### src/dts_pkg.sv
`timescale 1ns / 1ps
`default_nettype none
// ----------------------------------------------------------------------------
// dts_pkg: shared types and constants for the doctype token scanner
// Phase encoding, span kinds, character codes and keyword tables.
// ----------------------------------------------------------------------------
package dts_pkg;

  localparam int OFFSET_WIDTH_DEF = 16;
  localparam int FIELD_WIDTH      = 16;
  localparam int KW_LEN           = 6;

  typedef enum logic [3:0] {
    PH_DONE         = 4'd0,
    PH_BEFORE_NAME  = 4'd1,
    PH_NAME         = 4'd2,
    PH_AFTER_NAME   = 4'd3,
    PH_KEYWORD      = 4'd4,
    PH_BEFORE_ID    = 4'd5,
    PH_PUB_ID       = 4'd6,
    PH_AFTER_PUB_ID = 4'd7,
    PH_SYS_ID       = 4'd8,
    PH_AFTER_SYS_ID = 4'd9,
    PH_BOGUS        = 4'd10
  } phase_t;

  localparam logic [1:0] KIND_NAME    = 2'd0;
  localparam logic [1:0] KIND_KEYWORD = 2'd1;
  localparam logic [1:0] KIND_PUBLIC  = 2'd2;
  localparam logic [1:0] KIND_SYSTEM  = 2'd3;

  localparam logic OP_BYTE  = 1'b0;
  localparam logic OP_START = 1'b1;

  localparam logic [7:0] CH_TAB   = 8'h09;
  localparam logic [7:0] CH_LF    = 8'h0A;
  localparam logic [7:0] CH_FF    = 8'h0C;
  localparam logic [7:0] CH_CR    = 8'h0D;
  localparam logic [7:0] CH_SPACE = 8'h20;
  localparam logic [7:0] CH_DQUOTE = 8'h22;
  localparam logic [7:0] CH_SQUOTE = 8'h27;
  localparam logic [7:0] CH_GT    = 8'h3E;
  localparam logic [7:0] CH_LC_A  = 8'h61;
  localparam logic [7:0] CH_LC_Z  = 8'h7A;
  localparam logic [7:0] CASE_GAP = 8'h20;

  // one result word
  typedef struct packed {
    logic                   attr_valid;
    logic [1:0]             attr_kind;
    logic [FIELD_WIDTH-1:0] attr_start;
    logic [FIELD_WIDTH-1:0] attr_length;
    logic                   token_end;
    logic                   quirks;
    logic                   in_doctype;
  } result_t;

  function automatic logic is_space(input logic [7:0] c);
    return (c == CH_TAB) || (c == CH_LF) || (c == CH_FF) ||
           (c == CH_CR) || (c == CH_SPACE);
  endfunction

  function automatic logic [7:0] to_upper(input logic [7:0] c);
    return ((c >= CH_LC_A) && (c <= CH_LC_Z)) ? (c - CASE_GAP) : c;
  endfunction

  function automatic logic [7:0] kw_public(input logic [2:0] k);
    logic [7:0] ch;
    case (k)
      3'd0:    ch = "P";
      3'd1:    ch = "U";
      3'd2:    ch = "B";
      3'd3:    ch = "L";
      3'd4:    ch = "I";
      default: ch = "C";
    endcase
    return ch;
  endfunction

  function automatic logic [7:0] kw_system(input logic [2:0] k);
    logic [7:0] ch;
    case (k)
      3'd0:    ch = "S";
      3'd1:    ch = "Y";
      3'd2:    ch = "S";
      3'd3:    ch = "T";
      3'd4:    ch = "E";
      default: ch = "M";
    endcase
    return ch;
  endfunction

endpackage
`default_nettype wire

### src/dts_scan.sv
`timescale 1ns / 1ps
`default_nettype none
// ----------------------------------------------------------------------------
// dts_scan: doctype phase machine
// Holds the scan state and steps it by one word when step_en is high.
// ----------------------------------------------------------------------------
module dts_scan #(
  parameter int OFFSET_WIDTH = dts_pkg::OFFSET_WIDTH_DEF
) (
  input  wire logic            clk,
  input  wire logic            rst_n,
  input  wire logic            step_en,
  input  wire logic            op,
  input  wire logic [7:0]      byte_in,
  output dts_pkg::result_t     result
);
  import dts_pkg::*;

  localparam logic [2:0] KW_LAST = 3'(KW_LEN - 1);
  localparam logic [2:0] KW_FULL = 3'(KW_LEN);

  phase_t                  phase_r, phase_nxt, phase_step;
  logic [OFFSET_WIDTH-1:0] pos_r, pos_nxt;
  logic [OFFSET_WIDTH-1:0] span_r, span_nxt;
  logic                    quote_r, quote_nxt;
  logic [2:0]              kwcnt_r, kwcnt_nxt;
  logic [1:0]              kwcand_r, kwcand_nxt;
  logic                    quirks_r, quirks_nxt;

  logic                    sp, gt;
  logic [7:0]              up, quote_ch;
  logic [2:0]              kc, k;
  logic [1:0]              kd, cand_new;
  logic [OFFSET_WIDTH-1:0] kspan;
  logic                    valid, tend;
  logic [1:0]              kind;
  logic [OFFSET_WIDTH-1:0] start, len;

  always_ff @(posedge clk) begin
    if (!rst_n) begin
      phase_r <= PH_DONE;
    end else if (step_en) begin
      phase_r <= phase_nxt;
    end
  end

  always_ff @(posedge clk) begin
    if (!rst_n) begin
      pos_r    <= '0;
      span_r   <= '0;
      quote_r  <= 1'b0;
      kwcnt_r  <= 3'd0;
      kwcand_r <= 2'b11;
      quirks_r <= 1'b0;
    end else if (step_en) begin
      pos_r    <= pos_nxt;
      span_r   <= span_nxt;
      quote_r  <= quote_nxt;
      kwcnt_r  <= kwcnt_nxt;
      kwcand_r <= kwcand_nxt;
      quirks_r <= quirks_nxt;
    end
  end

  always_comb begin
    sp       = is_space(byte_in);
    gt       = (byte_in == CH_GT);
    up       = to_upper(byte_in);
    quote_ch = quote_r ? CH_SQUOTE : CH_DQUOTE;

    // keyword state as seen by this byte (fresh when entering from after-name)
    kc    = (phase_r == PH_KEYWORD) ? kwcnt_r : 3'd0;
    kd    = (phase_r == PH_KEYWORD) ? kwcand_r : 2'b11;
    kspan = (phase_r == PH_KEYWORD) ? span_r : pos_r;
    k     = (kc < KW_FULL) ? kc : KW_LAST;
    cand_new = kd & {(up == kw_system(k)), (up == kw_public(k))};

    phase_step = phase_r;
    span_nxt   = span_r;
    quote_nxt  = quote_r;
    kwcnt_nxt  = kwcnt_r;
    kwcand_nxt = kwcand_r;
    quirks_nxt = quirks_r;
    valid      = 1'b0;
    kind       = KIND_NAME;
    tend       = 1'b0;
    start      = '0;
    len        = '0;

    case (phase_r)
      PH_BEFORE_NAME: begin
        if (!sp) begin
          if (gt) begin
            quirks_nxt = 1'b1;
            tend       = 1'b1;
          end else begin
            span_nxt   = pos_r;
            phase_step = PH_NAME;
          end
        end
      end
      PH_NAME: begin
        if (gt || sp) begin
          valid = 1'b1;
          kind  = KIND_NAME;
          start = span_r;
          len   = pos_r - span_r;
          if (gt) tend = 1'b1;
          else    phase_step = PH_AFTER_NAME;
        end
      end
      PH_AFTER_NAME, PH_KEYWORD: begin
        if ((phase_r == PH_AFTER_NAME) && sp) begin
          phase_step = phase_r;
        end else if ((phase_r == PH_AFTER_NAME) && gt) begin
          tend = 1'b1;
        end else begin
          span_nxt   = kspan;
          kwcnt_nxt  = kc;
          kwcand_nxt = cand_new;
          phase_step = PH_KEYWORD;
          if (cand_new == 2'b00) begin
            quirks_nxt = 1'b1;
            if (gt) tend = 1'b1;
            else    phase_step = PH_BOGUS;
          end else begin
            kwcnt_nxt = k + 3'd1;
            if ((k + 3'd1) == KW_FULL) begin
              valid      = 1'b1;
              kind       = KIND_KEYWORD;
              start      = kspan;
              len        = OFFSET_WIDTH'(KW_LEN);
              phase_step = cand_new[0] ? PH_BEFORE_ID : PH_AFTER_PUB_ID;
            end
          end
        end
      end
      PH_BEFORE_ID, PH_AFTER_PUB_ID: begin
        if (!sp) begin
          if ((byte_in == CH_DQUOTE) || (byte_in == CH_SQUOTE)) begin
            quote_nxt  = (byte_in == CH_SQUOTE);
            span_nxt   = pos_r + 1'b1;
            phase_step = (phase_r == PH_BEFORE_ID) ? PH_PUB_ID : PH_SYS_ID;
          end else if (gt) begin
            if (phase_r == PH_BEFORE_ID) quirks_nxt = 1'b1;
            tend = 1'b1;
          end else begin
            quirks_nxt = 1'b1;
            phase_step = PH_BOGUS;
          end
        end
      end
      PH_PUB_ID, PH_SYS_ID: begin
        if ((byte_in == quote_ch) || gt) begin
          valid = 1'b1;
          kind  = (phase_r == PH_PUB_ID) ? KIND_PUBLIC : KIND_SYSTEM;
          start = span_r;
          len   = pos_r - span_r;
          if (gt) begin
            quirks_nxt = 1'b1;
            tend       = 1'b1;
          end else begin
            phase_step = (phase_r == PH_PUB_ID) ? PH_AFTER_PUB_ID : PH_AFTER_SYS_ID;
          end
        end
      end
      PH_AFTER_SYS_ID: begin
        if (!sp) begin
          if (gt) tend = 1'b1;
          else    phase_step = PH_BOGUS;
        end
      end
      PH_BOGUS: begin
        if (gt) tend = 1'b1;
      end
      default: begin
        phase_step = PH_DONE;
      end
    endcase

    phase_nxt = tend ? PH_DONE : phase_step;
    pos_nxt   = (phase_nxt != PH_DONE) ? (pos_r + 1'b1) : pos_r;

    result.attr_valid  = valid;
    result.attr_kind   = kind;
    result.attr_start  = FIELD_WIDTH'(start);
    result.attr_length = FIELD_WIDTH'(len);
    result.token_end   = tend;
    result.quirks      = quirks_nxt;
    result.in_doctype  = (phase_nxt != PH_DONE);

    if (op == OP_START) begin
      phase_nxt  = PH_BEFORE_NAME;
      pos_nxt    = '0;
      span_nxt   = '0;
      quote_nxt  = 1'b0;
      kwcnt_nxt  = 3'd0;
      kwcand_nxt = 2'b11;
      quirks_nxt = 1'b0;
      result     = '0;
      result.in_doctype = 1'b1;
    end
  end

endmodule
`default_nettype wire

### src/doctype_token_scanner_core.sv
`timescale 1ns / 1ps
`default_nettype none
// ----------------------------------------------------------------------------
// doctype_token_scanner_core: DOCTYPE body scanner
// Steps the doctype phases one byte per word and reports closed spans.
// ----------------------------------------------------------------------------
//  channel | dir | handshake             | payload
//  in      | in  | in_valid / in_ready   | in_op, in_byte_in
//  out     | out | out_valid / out_ready | out_attr_*, out_token_end,
//          |     |                       | out_quirks, out_in_doctype
//
//  One word per cycle sustained while out_ready stays high. A word passes
//  the input register and then the result register, and out_valid rises
//  when it is written into the result register; the phase update is
//  combinational logic between the two registers.
//  When out_ready is low the result holds, one more word waits in the
//  input register, then in_ready drops.
//  Reset is synchronous active low and returns the scanner to idle.
// ----------------------------------------------------------------------------
module doctype_token_scanner_core #(
  parameter int OFFSET_WIDTH = dts_pkg::OFFSET_WIDTH_DEF
) (
  input  wire logic        clk,
  input  wire logic        rst_n,
  input  wire logic        in_valid,
  output logic             in_ready,
  input  wire logic        in_op,
  input  wire logic [7:0]  in_byte_in,
  output logic             out_valid,
  input  wire logic        out_ready,
  output logic             out_attr_valid,
  output logic [1:0]       out_attr_kind,
  output logic [15:0]      out_attr_start,
  output logic [15:0]      out_attr_length,
  output logic             out_token_end,
  output logic             out_quirks,
  output logic             out_in_doctype
);
  import dts_pkg::*;

  logic       in_vld_r, in_vld_nxt;
  logic       in_op_r;
  logic [7:0] in_byte_r;
  logic       out_vld_r, out_vld_nxt;
  result_t    res_r;
  result_t    step_res;
  logic       fire, in_acc;

  assign fire     = in_vld_r && (!out_vld_r || out_ready);
  assign in_ready = !in_vld_r || fire;
  assign in_acc   = in_valid && in_ready;

  always_comb begin
    in_vld_nxt  = in_acc ? 1'b1 : (fire ? 1'b0 : in_vld_r);
    out_vld_nxt = fire ? 1'b1 : (out_ready ? 1'b0 : out_vld_r);
  end

  always_ff @(posedge clk) begin
    if (!rst_n) begin
      in_vld_r  <= 1'b0;
      out_vld_r <= 1'b0;
    end else begin
      in_vld_r  <= in_vld_nxt;
      out_vld_r <= out_vld_nxt;
    end
  end

  always_ff @(posedge clk) begin
    if (in_acc) begin
      in_op_r   <= in_op;
      in_byte_r <= in_byte_in;
    end
    if (fire) begin
      res_r <= step_res;
    end
  end

  dts_scan #(
    .OFFSET_WIDTH(OFFSET_WIDTH)
  ) u_scan (
    .clk     (clk),
    .rst_n   (rst_n),
    .step_en (fire),
    .op      (in_op_r),
    .byte_in (in_byte_r),
    .result  (step_res)
  );

  assign out_valid       = out_vld_r;
  assign out_attr_valid  = res_r.attr_valid;
  assign out_attr_kind   = res_r.attr_kind;
  assign out_attr_start  = res_r.attr_start;
  assign out_attr_length = res_r.attr_length;
  assign out_token_end   = res_r.token_end;
  assign out_quirks      = res_r.quirks;
  assign out_in_doctype  = res_r.in_doctype;

endmodule
`default_nettype wire

### config.mk
export PLATFORM = sky130hd
export DESIGN_NAME = doctype_token_scanner_core
export DESIGN_NICKNAME = d
export VERILOG_FILES = /design/src/dts_pkg.sv /design/src/dts_scan.sv /design/src/doctype_token_scanner_core.sv
export SDC_FILE = /design/constraint.sdc
export NUM_CORES = 1
export LEC_CHECK = 0
export BUFFER_PORTS_ARGS = -buffer_cell sky130_fd_sc_hd__buf_2
export CAP_MARGIN = 40
export CORE_MARGIN = 4
export CORE_UTILIZATION = 44
export CTS_CLUSTER_DIAMETER = 200
export DETAILED_ROUTE_END_ITERATION = 10
export GPL_ROUTABILITY_DRIVEN = 0
export MAX_ROUTING_LAYER = met4
export PLACE_DENSITY = 0.71
export SYNTH_ARGS = -nofsm -noshare
export SYNTH_HDL_FRONTEND = slang
export SYNTH_SLANG_ARGS = --single-unit
### constraint.sdc
create_clock -name clk -period 4.65 [get_ports clk]
set_clock_uncertainty 0.1 [all_clocks]
set_input_delay 0.465 -clock clk [delete_from_list [all_inputs] [get_ports clk]]
set_output_delay 0.465 -clock clk [all_outputs]
set_load 0.05 [all_outputs]
Yosys cells after proc, flatten, opt, wreduce, memory -nomap -nowiden --
Cells that the tools add are included.
Word-level totals: flip-flop bits (word level) 92, output and inout bits 40, word-level logic and storage cells 202
Cells by class: add/subtract/negate cells 4, $lt $le $gt $ge 3, eq/ne operators 35, mux-type cells 106, bitwise operators 1, reduce and logical (&&, ||, !) cells 35
Operators by type and width (count):
- $mux W16 | 21
- $pmux W16 S3 | 3
- $mux W4 | 19
- $mux W1 | 36
- $eq A8 B4 Y1 const B | 4
- $eq A8 B6 Y1 const B | 4
- $pmux W4 S7 | 1
- $mux W3 | 9
- $pmux W5 S5 | 1
- $mux W2 | 10
- $pmux W5 S4 | 1
- $add A16 B1 Y16 const B | 1
- $eq A4 B3 Y1 const B | 4
- $eq A8 B7 Y1 | 2
- $sub A16 B16 Y16 | 1
- $ne A3 B3 Y1 const B | 5
- $eq A4 B4 Y1 const B | 3
- $reduce_bool A2 Y1 | 6
- $reduce_or A2 Y1 | 5
- $logic_or A1 B1 Y1 | 9
- $eq A4 B2 Y1 const B | 2
- $eq A8 B8 Y1 | 1
- $ge A8 B7 Y1 const B | 1
- $le A8 B7 Y1 const B | 1
- other kinds (23) | 34

Longest topological paths before layout --
depth in word-level cells 19, gate-level depth with buffers 19, depth with buffers taken out 13

Modules after synthesis --
From an unflattened synthesis, not the netlist that was laid out.
Second synthesis, totals: cells, all modules 655, area, all modules 5749.3 µm²
Modules (own cells, without submodules):
- dts_scan | times used 1, cells each 599, area each 4234.1 µm²
- doctype_token_scanner_core | times used 1, cells each 56, area each 1515.2 µm²

Least setup slack after synthesis --
Ideal clock, no wire load.
path type reg-to-reg, from reg u_scan.phase_r[1], to reg u_scan.pos_r[6], setup time 70 ps, arrival time 4326 ps, data required time 4480 ps, path slack 154 ps, cell stages (with the launch flop) 19, path buffers 5, cells stage by stage dfxtp_1 -> buf_6 -> nor4b_2 -> buf_2 -> buf_1 -> and3_1 -> ha_1 -> ha_1 -> clkbuf_1 -> nand2b_1 -> or3_1 -> a311oi_1 -> nor4_4 -> nor2b_1 -> o41ai_4 -> o41ai_4 -> buf_6 -> or4_1 -> a21boi_1
Between the ends: longest elaborated chain between the ends 18, elaborated cells between the ends (all ways) 60, classes of those cells 1 x add/sub; 1 x order compare; 17 x eq/ne; 28 x mux; 1 x bitwise; 12 x reduce/logical
RTL lines:
- from (decl) | line dts_scan.sv:22 | phase_t phase_r, phase_nxt, phase_step;
- from (signal assigned) | line dts_scan.sv:43 | phase_r <= phase_nxt;
- $eq A4 B3 Y1 | line dts_scan.sv:72, dts_scan.sv:73, dts_scan.sv:90
- $mux W3 | line dts_scan.sv:72 | kc = (phase_r == PH_KEYWORD) ? kwcnt_r : 3'd0;
- $lt A3 B3 Y1 | line dts_scan.sv:75 | k = (kc < KW_FULL) ? kc : KW_LAST;
- $mux W3 | line dts_scan.sv:75
- $eq A3 B3 Y1 (tied with other cells) | line dts_pkg.sv:69, dts_pkg.sv:82
- $pmux W5 S5 or $reduce_or A2 Y1 (tied branches)
- $eq A8 B7 Y1 or $pmux W5 S4 (tied branches) | line dts_scan.sv:76, dts_pkg.sv:82
- $and A2 B2 Y2 or $eq A8 B7 Y1 (tied branches) | line dts_scan.sv:76 | cand_new = kd & {(up == kw_system(k)), (up == kw_public(k))};
- [2 not listed]
- $mux W4 or $mux W1 (tied branches) | line dts_scan.sv:122 | if (cand_new == 2'b00) begin
- $mux W4 or $mux W1 (tied branches) | line dts_scan.sv:115 | end else if ((phase_r == PH_AFTER_NAME) && gt) begin
- $mux W4 or $mux W1 (tied branches) | line dts_scan.sv:113 | if ((phase_r == PH_AFTER_NAME) && sp) begin
- $pmux W4 S7 or $pmux W1 S6 (tied branches) | line dts_scan.sv:90 | case (phase_r)
- $mux W4 * | line dts_scan.sv:181 | phase_nxt = tend ? PH_DONE : phase_step;
- $reduce_bool A4 Y1 * | line dts_scan.sv:182 | pos_nxt = (phase_nxt != PH_DONE) ? (pos_r + 1'b1) : pos_r;
- $reduce_bool A2 Y1 (no line) *
- $reduce_and A2 Y1 (no line) *
- to (signal assigned) | line dts_scan.sv:56 | pos_r <= pos_nxt;
- to (decl) | line dts_scan.sv:23 | logic [OFFSET_WIDTH-1:0] pos_r, pos_nxt;
Mark *: on every way between the ends. The rest lies on a longest branch, timed or not. A chain may end at the register's enable or synchronous reset.

Final worst setup path --
from reg u_scan.phase_r[0], to reg u_scan.pos_r[13]
Same word-level chain as after synthesis.

==> results.sh <==
export IMPL_status="finished clean"
export IMPL_dp_hpwl_mm=9.763
export IMPL_synth_area_per_cell_um2=8.747
export IMPL_die_area_um2=15400
export IMPL_drtAntennaViolNets=0
export IMPL_synth_top_area_share_pct=23.80
export IMPL_p_leak_nw=2.235
export IMPL_row_count=42
export IMPL_io_buffers=52
export IMPL_yosysMostFrequentCell="nor2_1"
export IMPL_fin_nets=744
export IMPL_cts_resized=0
export IMPL_vias=5204
export IMPL_initial_utilization_pct=44.78
export IMPL_synth_seq_cells=92
export IMPL_postCtsSetupBuffers=0
export IMPL_wl_per_cell_um=15.70
export IMPL_cts_sinks=92
export IMPL_hp_class="in2reg"
export IMPL_pre_cts_ws_ns=0.2373
export IMPL_syn2layout_area_growth_pct=11.90
export IMPL_synth_ff_type="edfxtp_1"
export IMPL_netlist_top_cells_count="nor2_1, o21ai_0, nand2_1"
export IMPL_syn_instance_count=678
export IMPL_grt_max_degree=48
export IMPL_fp_dieW_um=124.1
export IMPL_grt_pass1_wl_mm=23.17
export IMPL_cp_slowest_cell="or4b_4"
export IMPL_startpoint_type="flip-flop"
export IMPL_synth_top_area_cell="edfxtp_1"
export IMPL_path_clk_slew_ns=0.06
export IMPL_ioPinCount=53
export IMPL_placed_area_um2=6279
export IMPL_fin_ws_ns=0.3061
export IMPL_cts_tree="yes"
export IMPL_critPathCaptureType="flip-flop"
export IMPL_synth_nets=715
export IMPL_htree_levels=3
export IMPL_cp_max_fo=32
export IMPL_ys_seq_area_share_pct=38.99
export IMPL_cpPeakStageDelay_ns=0.66
export IMPL_crit_top_cell="o41ai_4"
export IMPL_crit_required_ns=4.82
export IMPL_cts_buffers=9
export IMPL_first_pass_iters=5
export IMPL_clock_latency_ns=0.35
export IMPL_worstMarginPinSlew_ns=0.9391
export IMPL_vias_per_cell=5.860
export IMPL_fp_dieH_um=124.1
export IMPL_powerDensity_nw_per_um2=282.7
export IMPL_root_buffer="clkbuf_16"
export IMPL_finalWirelength_mm=13.94
export IMPL_drc=0
export IMPL_yosysUniqueCellTypes=78
export IMPL_min_period_over_period_pct=93.42
export IMPL_path_class="reg2reg"
export IMPL_grt_util_all_layers_pct=19.30
export IMPL_yosys_warnings=0
export IMPL_min_period_ns=4.344
export IMPL_grt_pass1_vias=4799
export IMPL_setup_tns_final_ns=0
export IMPL_worstPathArrival_ns=4.52
export IMPL_slew_viol_final=0
export IMPL_gr_total_overflow=0
export IMPL_relSlewSlack_pct=37.24
export IMPL_coreArea_um2=13240
export IMPL_synth_edf_count=47
export IMPL_rsz0062_at_grt="no"
export IMPL_design_area_um2=6636
export IMPL_ir_drop_uv=165.8
export IMPL_hold_viol_final=0
export IMPL_path_cells="or4b_4 -> nor2_1 -> inv_1 -> ha_1 -> nand2b_1 -> or3_1 -> a311oi_2 -> nor4_4 -> nor2b_1 -> o41ai_4 -> o41ai_4 -> buf_4 -> or4_1 -> a21boi_1"
export IMPL_cts_buffer_depth=2
export IMPL_antenna_cells=0
export IMPL_fmax_mhz=230.2
export IMPL_max_cap_violations=0
export IMPL_synth_area_leaders="edfxtp_1, dfxtp_1, ha_1, o21ai_0, nor2_1"
export IMPL_ys_async_sr_fraction_pct=0
export IMPL_layout_drive_gt1_share_pct=13.90
export IMPL_hold_buffers=0
export IMPL_first_iter_violations=416
export IMPL_antenna_found_initial=0
export IMPL_setup_viol=0
export IMPL_syn_cell_area_um2=5931
[sequential cells by signal, indices dropped and copies added, names as in the netlist]
signal,flops
out_attr_length,16
in_byte_r,8
out_token_end,1
out_in_doctype,1
u_scan.quote_r,1
u_scan.phase_r,4
u_scan.pos_r,16
out_quirks,1
in_vld_r,1
out_valid,1
u_scan.kwcand_r,2
out_attr_valid,1
u_scan.quirks_r,1
out_attr_kind,2
in_op_r,1
u_scan.span_r,16
u_scan.kwcnt_r,3
out_attr_start,16
[path summary, 6_finish.rpt]
kind	start	end	slack, ns	cells past startpoint
min	in_op	in_op_r	0.19	1
max	u_scan.phase_r[0]	u_scan.pos_r[13]	0.31	14
min reg2reg	u_scan.span_r[1]	u_scan.span_r[1]	0.38	2
max reg2reg	u_scan.phase_r[0]	u_scan.pos_r[13]	0.31	14
[critical path, delay by kind of cell, from the launching register on]
kind	cells	cell delay, ns
AO/OA/AOI/OAI	4	0.99
adder cells (fa/ha/maj)	1	0.30
buffers and inverters	2	0.34
flip-flops	1	0.31
AND/OR/NAND/NOR	7	2.21
[power breakdown]
part	total (mW)	switching [mW]	internal (mW)
clock	0.839	0.313	0.527
sequential	0.889	0.0181	0.871
combinational	0.148	0.106	0.0417
total	1.88	0.437	1.44
[final cells by class]
cell class                      instances  area (um^2)
Clock inverter                          6        111.4
Timing Repair Buffer                   63        342.8
Multi-Input combinational cell        504         3281
Fill cell                            1247         6606
Sequential cell                        92         2313
Tap cell                              176        220.2
Clock buffer                           10        229.0
Inverter                               37        138.9
[cell families after synthesis]
group | Yosys count | share of synthesized area, %
fa+ha+maj | 25 | 5.359
flops | 92 | 38.99
xor+xnor | 16 | 2.363
mux | 3 | 0.5063
simple gates | 272 | 24.33
compound gates | 188 | 22.49
buf+inv | 82 | 5.970
[routing by layer]
metal	part of all wire [%]	wire length, um	up-vias	GRT usage (%)
met4	1.9	259	0	7.803
met3	6.2	871	20	3.088
li1	-	-	2557	-
met1	43	6058	2448	24.59
met2	48	6749	179	30.78
met5	0	0	-	-
[through the flow]
step	hold slack [ns]	power, mW	utilization (%)	cells
final	0.1903	1.876	50.11	888
after global routing	0.1825	1.944	50.11	888
after CTS	0.1784	1.897	49.98	888
after detailed placement	0.3786	1.054	47.41	872
after global placement	0.3531	1.051	47.41	872
after floorplan	0.3410	1.019	-	678
[cells in the final DEF (no fill, tap or decap), drive strengths merged, types with 6 or more instances in the layout]
master | Yosys | layout
nor2 | 75 | 75
or3 | 22 | 22
a21oi | 22 | 22
xor2 | 8 | 8
buf | 12 | 63
or4 | 10 | 10
a221oi | 14 | 14
inv | 37 | 38
nand3 | 21 | 21
xnor2 | 8 | 8
nor3 | 19 | 19
a21boi | 33 | 33
dfxtp | 45 | 45
nor4 | 7 | 7
o21ai | 57 | 57
and2 | 6 | 6
edfxtp | 47 | 47
and3 | 16 | 16
clkbuf | 33 | 10
ha | 23 | 23
nand2 | 50 | 50
nor2b | 13 | 13
No activity file was read; power rests on OpenSTA's default activity.
